==> src/rtl/lprd_pkg.sv <==
// Shared constants and types for the length-prefixed record deframer.
// No dependencies; used by the top level and its checker.
package lprd_pkg;

   localparam int BYTE_W   = 8;
   localparam int EVENT_W  = 2;
   localparam int RECLEN_W = 31;
   localparam int HDRCNT_W = 5;
   localparam int CSR_IDX_W = 2;
   localparam int CSR_DATA_W = 31;
   localparam int PHASE_W  = 3;

   typedef logic [BYTE_W-1:0]     byte_type;
   typedef logic [EVENT_W-1:0]    event_type;
   typedef logic [RECLEN_W-1:0]   reclen_type;
   typedef logic [HDRCNT_W-1:0]   hdrcnt_type;
   typedef logic [CSR_IDX_W-1:0]  csr_idx_type;
   typedef logic [CSR_DATA_W-1:0] csr_data_type;

   // Characters of interest in the stream.
   localparam byte_type CH_ZERO = 8'h30;
   localparam byte_type CH_NINE = 8'h39;
   localparam byte_type CH_LF   = 8'h0A;
   localparam byte_type CH_CR   = 8'h0D;

   // Result event codes.
   localparam event_type EV_CONSUMED = 2'd0;
   localparam event_type EV_BODY     = 2'd1;
   localparam event_type EV_DONE     = 2'd2;
   localparam event_type EV_ERROR    = 2'd3;

   // Configuration register indexes.
   localparam csr_idx_type CSR_MAX_HEADER_CHARS = 2'd0;
   localparam csr_idx_type CSR_MAX_BODY_LENGTH  = 2'd1;

   // Reset values of the configuration registers.
   localparam hdrcnt_type RST_MAX_HEADER_CHARS = 5'd18;
   localparam reclen_type RST_MAX_BODY_LENGTH  = 31'h7FFF_FFFF;

   localparam hdrcnt_type HDRCNT_SAT = 5'd31;

   // Parser phases.
   localparam logic [PHASE_W-1:0] PH_HDR_FIRST = 3'd0;
   localparam logic [PHASE_W-1:0] PH_HDR_REST  = 3'd1;
   localparam logic [PHASE_W-1:0] PH_BODY      = 3'd2;
   localparam logic [PHASE_W-1:0] PH_TERM      = 3'd3;
   localparam logic [PHASE_W-1:0] PH_TERM_LF   = 3'd4;
   localparam logic [PHASE_W-1:0] PH_ERROR     = 3'd5;

endpackage

==> src/rtl/length_prefixed_record_deframer.sv <==
// Length-prefixed record deframer: parser state, per-byte step and result register.
// Depends on lprd_pkg.
//
//   channel | direction | handshake          | payload
//   --------+-----------+--------------------+------------------------------------------
//   req     | in        | req_valid/req_stall | req_in_byte
//   rsp     | out       | rsp_valid/rsp_stall | rsp_event_res, rsp_out_byte, rsp_record_length
//   csr     | in        | csr_write_enable    | csr_index, csr_write_data
//
// Every accepted item produces exactly one result in the cycle after it is accepted, and a new
// item can be accepted in every cycle; the single result register sets that rate.
// The input side stalls only while a result is held and the output side stalls it.
// Reset is synchronous and active high; it returns the parser to the start of a
// header and loads the configuration registers with their defaults.
module length_prefixed_record_deframer #(
   parameter int LENGTH_BITS = 31
) (
   input  logic                  clock,
   input  logic                  reset,
   input  logic                  req_valid,
   output logic                  req_stall,
   input  lprd_pkg::byte_type    req_in_byte,
   output logic                  rsp_valid,
   input  logic                  rsp_stall,
   output lprd_pkg::event_type   rsp_event_res,
   output lprd_pkg::byte_type    rsp_out_byte,
   output lprd_pkg::reclen_type  rsp_record_length,
   input  logic                  csr_write_enable,
   input  lprd_pkg::csr_idx_type csr_index,
   input  lprd_pkg::csr_data_type csr_write_data
);
   import lprd_pkg::*;

   // The digit step needs four extra bits: (2^N - 1) * 10 + 9 fits in N + 4 bits.
   localparam int PROD_W = LENGTH_BITS + 4;

   typedef logic [LENGTH_BITS-1:0] len_type;

   // Configuration registers.
   hdrcnt_type max_hdr_ff;
   reclen_type max_body_ff;

   // Parser state.
   logic [PHASE_W-1:0] phase_ff, phase_in;
   len_type            acc_ff, acc_in;
   logic               ovf_ff, ovf_in;
   logic               ended_ff, ended_in;
   hdrcnt_type         hcnt_ff, hcnt_in;
   len_type            rem_ff, rem_in;

   // Result register.
   logic       rsp_valid_ff, rsp_valid_in;
   event_type  ev_ff, ev_in;
   byte_type   ob_ff, ob_in;
   reclen_type rl_ff, rl_in;

   logic accept;
   logic is_digit;
   logic [PROD_W-1:0] prod;
   len_type rem_dec;

   // The result register can take a new item whenever it is empty or its
   // current item leaves in the same cycle.
   assign req_stall = rsp_valid_ff && rsp_stall;
   assign accept    = req_valid && !req_stall;

   assign is_digit = (req_in_byte >= CH_ZERO) && (req_in_byte <= CH_NINE);

   // acc * 10 + digit, built from two shifts.
   assign prod = (PROD_W'(acc_ff) << 3) + (PROD_W'(acc_ff) << 1)
               + PROD_W'(4'(req_in_byte - CH_ZERO));

   assign rem_dec = (rem_ff != '0) ? rem_ff - len_type'(1) : '0;

   always_comb begin
      phase_in = phase_ff;
      acc_in   = acc_ff;
      ovf_in   = ovf_ff;
      ended_in = ended_ff;
      hcnt_in  = hcnt_ff;
      rem_in   = rem_ff;
      ev_in    = EV_CONSUMED;
      ob_in    = '0;
      rl_in    = '0;

      unique case (phase_ff) inside
         PH_HDR_FIRST: begin
            if (!is_digit || (hcnt_ff >= max_hdr_ff)) begin
               phase_in = PH_ERROR;
            end else begin
               // The accumulator is zero here, so the digit alone cannot overflow.
               acc_in   = len_type'(prod);
               hcnt_in  = (hcnt_ff < HDRCNT_SAT) ? hcnt_ff + 5'd1 : hcnt_ff;
               phase_in = PH_HDR_REST;
            end
         end
         PH_HDR_REST: begin
            if (req_in_byte == CH_LF) begin
               if (ovf_ff || (RECLEN_W'(acc_ff) > max_body_ff)) begin
                  phase_in = PH_ERROR;
               end else begin
                  rem_in   = acc_ff;
                  phase_in = (acc_ff != '0) ? PH_BODY : PH_TERM;
               end
            end else if (hcnt_ff >= max_hdr_ff) begin
               phase_in = PH_ERROR;
            end else begin
               if (!ended_ff && is_digit) begin
                  // Once overflowed the accumulator holds the limit and stops.
                  if (!ovf_ff) begin
                     if (prod[PROD_W-1 -: 4] != '0) begin
                        ovf_in = 1'b1;
                        acc_in = '1;
                     end else begin
                        acc_in = len_type'(prod);
                     end
                  end
               end else begin
                  ended_in = 1'b1;
               end
               hcnt_in = (hcnt_ff < HDRCNT_SAT) ? hcnt_ff + 5'd1 : hcnt_ff;
            end
         end
         PH_BODY: begin
            ev_in  = EV_BODY;
            ob_in  = req_in_byte;
            rem_in = rem_dec;
            if (rem_dec == '0) begin
               phase_in = PH_TERM;
            end
         end
         PH_TERM, PH_TERM_LF: begin
            if (req_in_byte == CH_LF) begin
               ev_in    = EV_DONE;
               rl_in    = RECLEN_W'(acc_ff);
               acc_in   = '0;
               ovf_in   = 1'b0;
               ended_in = 1'b0;
               hcnt_in  = '0;
               rem_in   = '0;
               phase_in = PH_HDR_FIRST;
            end else if ((req_in_byte == CH_CR) && (phase_ff == PH_TERM)) begin
               phase_in = PH_TERM_LF;
            end else begin
               phase_in = PH_ERROR;
            end
         end
         default: begin
            phase_in = PH_ERROR;
         end
      endcase

      // The error phase is sticky and masks every payload field.
      if (phase_in == PH_ERROR) begin
         ev_in = EV_ERROR;
         ob_in = '0;
         rl_in = '0;
      end
   end

   assign rsp_valid_in = accept || (rsp_valid_ff && rsp_stall);

   always_ff @(posedge clock) begin
      if (reset) begin
         phase_ff     <= PH_HDR_FIRST;
         acc_ff       <= '0;
         ovf_ff       <= 1'b0;
         ended_ff     <= 1'b0;
         hcnt_ff      <= '0;
         rem_ff       <= '0;
         rsp_valid_ff <= 1'b0;
      end else begin
         rsp_valid_ff <= rsp_valid_in;
         if (accept) begin
            phase_ff <= phase_in;
            acc_ff   <= acc_in;
            ovf_ff   <= ovf_in;
            ended_ff <= ended_in;
            hcnt_ff  <= hcnt_in;
            rem_ff   <= rem_in;
         end
      end
   end

   // Payload of the result register; it loads only with a new item.
   always_ff @(posedge clock) begin
      if (accept) begin
         ev_ff <= ev_in;
         ob_ff <= ob_in;
         rl_ff <= rl_in;
      end
   end

   // Configuration writes; an index past the register list is ignored.
   always_ff @(posedge clock) begin
      if (reset) begin
         max_hdr_ff  <= RST_MAX_HEADER_CHARS;
         max_body_ff <= RST_MAX_BODY_LENGTH;
      end else if (csr_write_enable) begin
         unique case (csr_index)
            CSR_MAX_HEADER_CHARS: max_hdr_ff  <= hdrcnt_type'(csr_write_data[HDRCNT_W-1:0]);
            CSR_MAX_BODY_LENGTH:  max_body_ff <= csr_write_data;
            default: begin
            end
         endcase
      end
   end

   assign rsp_valid         = rsp_valid_ff;
   assign rsp_event_res     = ev_ff;
   assign rsp_out_byte      = ob_ff;
   assign rsp_record_length = rl_ff;

endmodule

==> config.mk <==
export PLATFORM = sky130hd
export DESIGN_NAME = length_prefixed_record_deframer
export DESIGN_NICKNAME = d
export VERILOG_FILES = /design/src/rtl/lprd_pkg.sv /design/src/rtl/length_prefixed_record_deframer.sv
export SDC_FILE = /design/constraint.sdc
export NUM_CORES = 1
export LEC_CHECK = 0
export BUFFER_PORTS_ARGS = -buffer_cell sky130_fd_sc_hd__buf_2
export CAP_MARGIN = 10
export CORE_MARGIN = 1.5
export CORE_UTILIZATION = 61
export CTS_CLUSTER_SIZE = 30
export DETAILED_ROUTE_END_ITERATION = 8
export HOLD_SLACK_MARGIN = 0.12
export MAX_ROUTING_LAYER = met4
export PLACE_DENSITY = 0.81
export SLEW_MARGIN = 20
export SYNTH_ARGS = -nofsm -noshare
export SYNTH_HDL_FRONTEND = slang
export SYNTH_SLANG_ARGS = --single-unit
export TNS_END_PERCENT = 10
==> constraint.sdc <==
create_clock -name clock -period 8.2 [get_ports clock]
set_clock_uncertainty 0.05 [all_clocks]
set_input_delay 1.23 -clock clock [delete_from_list [all_inputs] [get_ports clock]]
set_output_delay 1.23 -clock clock [all_outputs]
set_load 0.005 [all_outputs]
==> results.txt, run 1 <==
Global route total overflow: 0
Final min period: 5.08 ns
Total CTS buffers: 17
Avg Inst Size Synth: 8.61 um^2
DR vias: 10000
Root Buffer Master: clkbuf_16
1st-iter DRT viols: 1175
Final hold vios: 0
Clock Latency Late Sink: 0.44 ns
Least-Margin Pin Slew: 0.996 ns
Pre-antenna DRT Iters: 6
CTS tree: built
Slew margin rel.: 33.6%
LEAKAGE: 0.00513 uW
WL met2: 14200 um
Setup crit end kind: flop
Syn_nets: 1359
CTS clk-pin slew, worst paths: 0.06 ns
Final nets: 1403
Ys async rst share: 0%
Met1 WL: 12400 um
Wire length on met3: 2590 um
Global-route wire length before repair: 47300 um
N_diodes: 0
Ratio of cells with drive above 1 in the final layout: 14.9%
WP data arrival: 5.31 ns
Area after DPL: 10900 um^2
Post-cts resize count: 0
RSZ-0062 raised after global routing: no
Sequential element share of the synthesized area: 32.7%
Chip width: 134 um
Avg WL per Cell: 20.4 um
Die ar.: 17900 um^2
Peak supply drop: 0.154 mV
Max cap viols: 0
Initial antenna violation count: 0
Setup Fix Bufs, Post-CTS: 0
CTS Sinks: 150
Vias in the first global route: 9113
Layout area overhead: 10.0%
Hold Worst Slack: 0.459 ns
Reg2reg path depth: 12
RePlAce Congestion: 1.02
# DRC: 0
Design Area, Final: 11500 um^2
WS Path Type: in2reg
Starting Density: 62.7%
PortBufs: 88
Final cycle utilization of the critical path: 62.0%
Crit start category: input pin
DP Wirelength: 20800 um
Largest net degree at the start of global routing: 64
Hold Buf Count CTS: 0
Synth Flop Type: dfxtp_1
H-tree depth: 4
Synthesis warning total: 0
Slew Viols, Final: 0
Setup TNS Final: 0 ns
Peak Freq: 0.197 GHz
Synth cell types: 76
Core ar.: 16600 um^2
Mapped cell area: 10400 um^2
Final Setup Violations: 0
CTS Buffer Depth: 2
Post-synth EDFFs: 41
GR Util All Layers: 35.0%
Synthesized flop and latch total: 150
Mapped Cells: 1212
Worst Hold Class: reg2reg
FP Rows: 47
Min-Delay Path Depth: 2
DRT Wirelength: 30300 um
Max Used Layer: met4
Routed Antenna Nets: 0
Vias per inst: 6.72
Status: complete, no violations
Critical path peak fanout: 18
Pwr per Cell Area: 166 nW/um^2
Die Y: 134 um
# IOs: 89
CP required: 8.43 ns
final timing paths:
| kind | from | to | slack (ns) |
|---|---|---|---|
| worst max register to register | acc_ff[2] | acc_ff[27] | 3.57 |
| worst min-delay path | max_body_ff[19] | max_body_ff[19] | 0.46 |
| worst max-delay path | req_in_byte[3] | acc_ff[27] | 3.12 |
| worst min register to register | max_body_ff[19] | max_body_ff[19] | 0.46 |
area by class of cell:
class                      instances  area [um^2]
tap                              220          275
fill                            1334         5160
timing repair buffer              99          523
clock buffer                      20          437
sequential                       150         3410
clock inverter                    12          130
multi-input combinational        930         6490
inverter                          58          218
flip-flops by register name, indices dropped and copies added (netlist names):
name               flops
acc_ff                31
ended_ff               1
hcnt_ff                5
max_body_ff           31
max_hdr_ff             5
ovf_ff                 1
phase_ff               3
rem_ff                31
rsp_event_res          2
rsp_out_byte           8
rsp_record_length     31
rsp_valid              1
metrics by stage:
stage,util [%],setup WS (ns),cells,total power (uW)
6_report,69.0,3.12,1489,1910
5_1_grt,69.0,2.94,1489,1970
4_1_cts,69.0,3.23,1489,1900
3_5_place_dp,65.6,2.79,1457,1140
3_3_place_gp,65.6,2.93,1457,1130
2_1_floorplan,-,4.00,1212,1040
worst max-delay path, cell delays in order:
cell and delay [ns]:
buf_2 0.16, fa_1 0.58, inv_1 0.07, fa_1 0.44, nand2b_1 0.19, a21oi_1 0.33
o2111ai_1 0.23, a31oi_2 0.33, o21ai_1 0.15, xnor2_1 0.20, o31ai_4 0.79, buf_4 0.45
a311oi_2 0.15
cell usage in the layout, fill, tap and decap left out, drive strengths merged, types with 47 or more instances in the layout:
| master | count |
|---|---|
| buf | 99 |
| dfxtp | 109 |
| a21oi | 90 |
| o21ai | 52 |
| nand2 | 100 |
| nor2 | 113 |
| nor3 | 52 |
| inv | 59 |
| ha | 99 |
| o211ai | 47 |
layer usage:
metal | GRT usage, % | up-vias
met3 | 8.39 | 121
met2 | 55.4 | 493
met4 | 16.1 | 0
met1 | 42.4 | 4746
li1 | - | 4640
met5 | - | -
Yosys cell counts (4+ instances only):
| cell | count | share of area [%] |
|---|---|---|
| buf_2 | 11 | 0.53 |
| nand3_1 | 21 | 1.0 |
| nor2b_1 | 5 | 0.30 |
| and2_1 | 15 | 0.90 |
| nor2_1 | 113 | 4.1 |
| mux2i_1 | 7 | 0.67 |
| o21ai_1 | 6 | 0.29 |
| a21o_1 | 20 | 1.4 |
| or4_1 | 5 | 0.36 |
| nor4_1 | 18 | 1.1 |
| o211ai_1 | 46 | 3.3 |
| o21a_1 | 11 | 0.79 |
| a211oi_2 | 7 | 0.84 |
| nand2_1 | 99 | 3.6 |
| nor3b_1 | 4 | 0.29 |
| a211oi_1 | 19 | 1.4 |
| or3_1 | 6 | 0.36 |
| inv_1 | 58 | 2.1 |
| nand2b_1 | 20 | 1.2 |
| nand4_1 | 24 | 1.4 |
| xor2_1 | 15 | 1.3 |
| edfxtp_1 | 41 | 12 |
| dfxtp_1 | 109 | 21 |
| clkbuf_1 | 51 | 1.8 |
| o21ai_0 | 45 | 2.2 |
| ha_1 | 99 | 12 |
| a311oi_1 | 5 | 0.42 |
| a31oi_1 | 10 | 0.60 |
| xnor2_1 | 20 | 1.7 |
| o32ai_1 | 6 | 0.50 |
| buf_6 | 6 | 0.65 |
| a32oi_1 | 5 | 0.42 |
| nor3_1 | 50 | 2.4 |
| a221oi_1 | 12 | 1.0 |
| a21oi_1 | 89 | 4.3 |
| o31ai_1 | 10 | 0.72 |
| and3_1 | 32 | 1.9 |
| a311oi_2 | 22 | 3.2 |
report_power, final:
group,total (uW),leakage (uW),switching [uW],internal [uW]
clock,771,0.000274,324,447
sequential,841,0.00130,48.9,792
combinational,297,0.00356,187,110
logic make-up after synthesis:
kind of cell / Yosys count / share of synthesized area (%)
AOI/OAI and AO/OA: 354 / 25.2
and+or+nand+nor: 433 / 20.9
buffers and inverters: 132 / 5.40
adders and majority gates: 101 / 12.3
DFF: 150 / 32.7
muxes: 7 / 0.671
xor gates and xnor gates: 35 / 2.94
No activity file was read; power rests on OpenSTA's default activity.
==> run 2, diff against run 1 <==
--- a/config.mk
+++ b/config.mk
@@ -8,12 +8,12 @@
 export BUFFER_PORTS_ARGS = -buffer_cell sky130_fd_sc_hd__buf_2
 export CAP_MARGIN = 10
 export CORE_MARGIN = 1.5
-export CORE_UTILIZATION = 61
+export CORE_UTILIZATION = 55
 export CTS_CLUSTER_SIZE = 30
 export DETAILED_ROUTE_END_ITERATION = 8
 export HOLD_SLACK_MARGIN = 0.12
 export MAX_ROUTING_LAYER = met4
-export PLACE_DENSITY = 0.81
+export PLACE_DENSITY = 0.77
 export SLEW_MARGIN = 20
 export SYNTH_ARGS = -nofsm -noshare
 export SYNTH_HDL_FRONTEND = slang
==> constraint.sdc (replaced) <==
create_clock -name clock -period 4.4 [get_ports clock]
set_clock_uncertainty 0.05 [all_clocks]
set_input_delay 0.66 -clock clock [delete_from_list [all_inputs] [get_ports clock]]
set_output_delay 0.66 -clock clock [all_outputs]
set_load 0.005 [all_outputs]
==> run 2 against run 1 <==
Effect of this change:
- first-iteration DRC count fell by 21%
- cell count rose by 1.5%
- routed wire length fell by 2.6%
- critical endpoint is now acc_ff[24]
- sequential share of layout area fell by 0.44 points
- register-to-register slack got worse by 3.0 ns
- clock power rose by 100%
- clock-buffer cell count fell by 2
- combinational power rose by 92%
- worst setup slack got worse by 2.5 ns
- global-route usage fell by 4.2 points
- via count fell by 2.5%
- utilization fell by 6.5 points
==> results.txt, run 2 (synthesis gave the netlist of run 1 again) <==
Worst setup path endpoint: acc_ff[24]
Hold Buf Count CTS: 0
CP required: 4.62 ns
Max cap viols: 0
Clock Latency Late Sink: 0.43 ns
Peak Freq: 0.263 GHz
Root Buffer Master: clkbuf_16
Slew Viols, Final: 0
Setup crit end kind: flop
PortBufs: 88
Slew margin rel.: 27.7%
Worst Hold Class: in2reg
Final hold vios: 0
Hold Worst Slack: 0.396 ns
CTS Sinks: 150
Flop2flop setup slack: 0.59 ns
Reg2reg path depth: 12
WP data arrival: 4.02 ns
FP Rows: 50
Initial antenna violation count: 0
1st-iter DRT viols: 932
Final min period: 3.81 ns
Global-route wire length before repair: 47200 um
Total CTS buffers: 17
Peak supply drop: 0.266 mV
CTS tree: built
Avg WL per Cell: 19.5 um
Layout area overhead: 11.7%
Chip width: 141 um
# DRC: 0
Critical path peak fanout: 14
Final Util: 62.5%
DRT Wirelength: 29600 um
CTS Buffer Depth: 2
Core ar.: 18600 um^2
Ratio of cells with drive above 1 in the final layout: 15.6%
Die ar.: 19800 um^2
Most frequent cells in the layout: 112 x nor2_1, 109 x dfxtp_1, 99 x nand2_1, 99 x ha_1
N_diodes: 0
Total power: 3700 uW
Crit start category: flop
Status: complete, no violations
Routed Antenna Nets: 0
Vias per inst: 6.45
Worst r2r src: acc_ff[2]
Pre-antenna DRT Iters: 5
DR vias: 9754
Setup Fix Bufs, Post-CTS: 0
Worst setup startpoint: acc_ff[2]
Least-Margin Pin Slew: 1.08 ns
Final cycle utilization of the critical path: 86.5%
WS Path Type: reg2reg
Final nets: 1412
Die Y: 141 um
GR Util All Layers: 30.9%
Setup TNS Final: 0 ns
RSZ-0062 raised after global routing: no
Min setup slack post-route: 0.593 ns
DP Wirelength: 21000 um
DP Worst Slack: 0.200 ns
H-tree depth: 4
LEAKAGE: 0.00522 uW
Starting Density: 56.0%
Vias in the first global route: 8929
Worst reg2reg endpoint: acc_ff[24]
CTS clk-pin slew, worst paths: 0.06 ns
Global route total overflow: 0
# IOs: 89
RePlAce Congestion: 0.955
Final Setup Violations: 0
Pwr per Cell Area: 317 nW/um^2
Largest net degree at the start of global routing: 67
Most common cell after layout, fill and taps aside: nor2_1
Post-cts resize count: 0
## run 2: cell count changes in the layout (fill, tap and decap cells not counted)
cell        change
buf_4           +7
buf_12          +2
bufinv_16       +2
clkbuf_1        -2
clkinv_2        -2
inv_6           +2
clkinv_4        +1
clkinvlp_4      -1
## run 2: layout make-up
cell class	count	area (um^2)
Tap cell	234	293
Inverter	58	218
Clock inverter	14	199
Clock buffer	18	429
Multi-Input combinational cell	930	6490
Timing Repair Buffer	108	616
Sequential cell	150	3410
Fill cell	1613	6990
## run 2: routing by layer
layer  global-route usage (%)  part of all wire, %  up-vias
met3                     5.06                  7.3       87
met4                     14.3                  3.8        0
li1                         -                    -     4645
met2                     46.9                   45      446
met5                        -                    0        -
met1                     40.3                   44     4576
## run 2: critical path, cell delays in order (launching register included)
cell and delay (ns):
dfxtp_1 0.42, fa_1 0.55, inv_1 0.06, fa_1 0.43, nand2b_1 0.18, a21oi_1 0.34, o2111ai_1 0.23, a31oi_2 0.31
o21ai_1 0.12, xnor2_1 0.18, o31ai_4 0.30, buf_4 0.32, a311oi_2 0.14
## run 2: where the power goes
group	internal [uW]	total [uW]	leakage (uW)	switching, uW
logic	211	571	0.00361	360
registers	1480	1550	0.00130	73.5
clock network	956	1580	0.000305	623
total	2640	3700	0.00522	1060
## run 2: worst min path at each step
stage                     cells after the start              end                from
after CTS                                     3  max_body_ff[23]  csr_write_data[23]
final                                         3  max_body_ff[23]  csr_write_data[23]
after global placement                        2       rem_ff[11]          rem_ff[11]
after detailed placement                      2       rem_ff[11]          rem_ff[11]
after floorplan                               2       rem_ff[11]          rem_ff[11]
after global routing                          3  max_body_ff[18]  csr_write_data[18]
## run 2: metrics by stage
stage | std cells | area (um^2)
after floorplan | 1212 | 10400
final | 1512 | 11700
after detailed placement | 1480 | 11000
after CTS | 1512 | 11600
after global routing | 1512 | 11700
after global placement | 1480 | 11000
==> run 3, diff against run 2 <==
--- a/config.mk
+++ b/config.mk
@@ -14,6 +14,7 @@
 export HOLD_SLACK_MARGIN = 0.12
 export MAX_ROUTING_LAYER = met4
 export PLACE_DENSITY = 0.77
+export RECOVER_POWER = 25
 export SLEW_MARGIN = 20
 export SYNTH_ARGS = -nofsm -noshare
 export SYNTH_HDL_FRONTEND = slang
==> run 3 against run 2 <==
Effect of this change:
- the flow now finishes with violations (capacitance limit, slew limit)
- clock power hardly changed
- die area stayed put
- register-to-register slack hardly changed
- cell area is 0.29% lower
- sequential power hardly changed
- hold slack hardly changed
- worst setup slack better by 0.0088 ns
- critical endpoint unchanged
==> results.txt, run 3 (synthesis gave the netlist of run 1 again) <==
Cell Chain, Critical Path: fa_1, inv_1, fa_1, nand2b_1, a21oi_1, o2111ai_1, a31oi_2, o21ai_1, xnor2_1, o31ai_4, buf_4, a311oi_2
WS Path Type: reg2reg
Final nets: 1412
Die ar.: 19800 um^2
Core ar.: 18600 um^2
Global-route wire length before repair: 47200 um
Status: complete, but fails checks
Post-cts resize count: 0
CP most frequent cell: fa_1
Pwr per Cell Area: 318 nW/um^2
PortBufs: 88
Die Y: 141 um
CP top delay family: compound AO/OA/AOI/OAI gates
Clock Latency Late Sink: 0.44 ns
Total CTS buffers: 17
Design Area, Final: 11600 um^2
Biggest cell delay along the critical path: 0.55 ns
H-tree depth: 4
DR vias: 9733
Final min period: 3.80 ns
Crit start category: flop
LEAKAGE: 0.00515 uW
Setup TNS Final: 0 ns
Hold Buf Count CTS: 0
Initial antenna violation count: 0
FP Rows: 50
DP Wirelength: 21000 um
Vias per inst: 6.44
# IOs: 89
CTS Sinks: 150
Root Buffer Master: clkbuf_16
Final Setup Violations: 0
Slowest CP cell: fa_1
Starting Density: 56.0%
Max cap viols: 1
Avg WL per Cell: 19.6 um
CP required: 4.62 ns
Final Util: 62.3%
Pre-antenna DRT Iters: 6
WP data arrival: 4.02 ns
Worst Hold Class: in2reg
Hold Worst Slack: 0.396 ns
CTS Buffer Depth: 2
1st-iter DRT viols: 1026
Chip width: 141 um
RePlAce Congestion: 0.955
Least-Margin Pin Slew: 1.91 ns
N_diodes: 0
Ratio of cells with drive above 1 in the final layout: 13.9%
Failing checks: capacitance limit, slew limit
CTS clk-pin slew, worst paths: 0.06 ns
Peak Freq: 0.263 GHz
Largest net degree at the start of global routing: 67
Layout area overhead: 11.4%
# DRC: 0
Area after DPL: 11000 um^2
DRT Wirelength: 29600 um
Peak supply drop: 0.266 mV
RSZ-0062 raised after global routing: no
Most common cell after layout, fill and taps aside: nor2_1
Global route total overflow: 0
Critical path peak fanout: 14
CTS tree: built
Setup Fix Bufs, Post-CTS: 0
Slew margin rel.: -27.3%
Setup crit end kind: flop
Most frequent cells in the layout: 112 x nor2_1, 109 x dfxtp_1, 99 x nand2_1, 99 x ha_1, 88 x a21oi_1
Final hold vios: 0
GR Util All Layers: 30.9%
Final cycle utilization of the critical path: 86.3%
Vias in the first global route: 8929
Routed Antenna Nets: 0
Worst Path Buf+Inv: 2
Slew Viols, Final: 63
==> run 3: path summary, 6_finish.rpt <==
kind | from | end | slack [ns] | depth (start not counted)
setup reg to reg | acc_ff[2] | acc_ff[24] | 0.60 | 12
setup / recovery | acc_ff[2] | acc_ff[24] | 0.60 | 12
hold reg to reg | rem_ff[11] | rem_ff[11] | 0.45 | 2
hold / removal | csr_write_data[23] | max_body_ff[23] | 0.40 | 3
==> run 3: metal layers <==
metal / track usage, % / up-vias / part of all wire [%]
met3: 5.06 / 87 / 7.0
met5: - / - / 0
met1: 40.3 / 4567 / 44
met2: 46.9 / 429 / 45
li1: - / 4650 / -
met4: 14.3 / 0 / 3.9
==> run 3: worst min-delay path, delay by kind of cell <==
kind,cells,cell delay [ns]
buffers and inverters,1,0.07
AOI/OAI and AO/OA,1,0.07
and+or+nand+nor,1,0.04
==> run 3: stage by stage <==
| step | setup WS, ns | power, uW | std cells |
|---|---|---|---|
| floorplan | 0.769 | 1940 | 1212 |
| global route | 0.376 | 3820 | 1512 |
| detailed placement | 0.200 | 2130 | 1480 |
| global placement | 0.275 | 2120 | 1480 |
| finish | 0.601 | 3700 | 1512 |
| CTS | 0.621 | 3700 | 1512 |
==> run 3: cell type report <==
type / count / area (um^2)
clock buffer: 18 / 429
clock inverter: 14 / 199
fill: 1628 / 7020
inverter: 58 / 218
multi-input combinational: 930 / 6480
sequential: 150 / 3410
tap: 234 / 293
timing repair buffer: 108 / 588
==> run 3: power breakdown <==
group	leakage, uW	switching, uW	internal [uW]
registers	0.00130	74.0	1480
logic	0.00354	359	209
clock network	0.000305	627	956
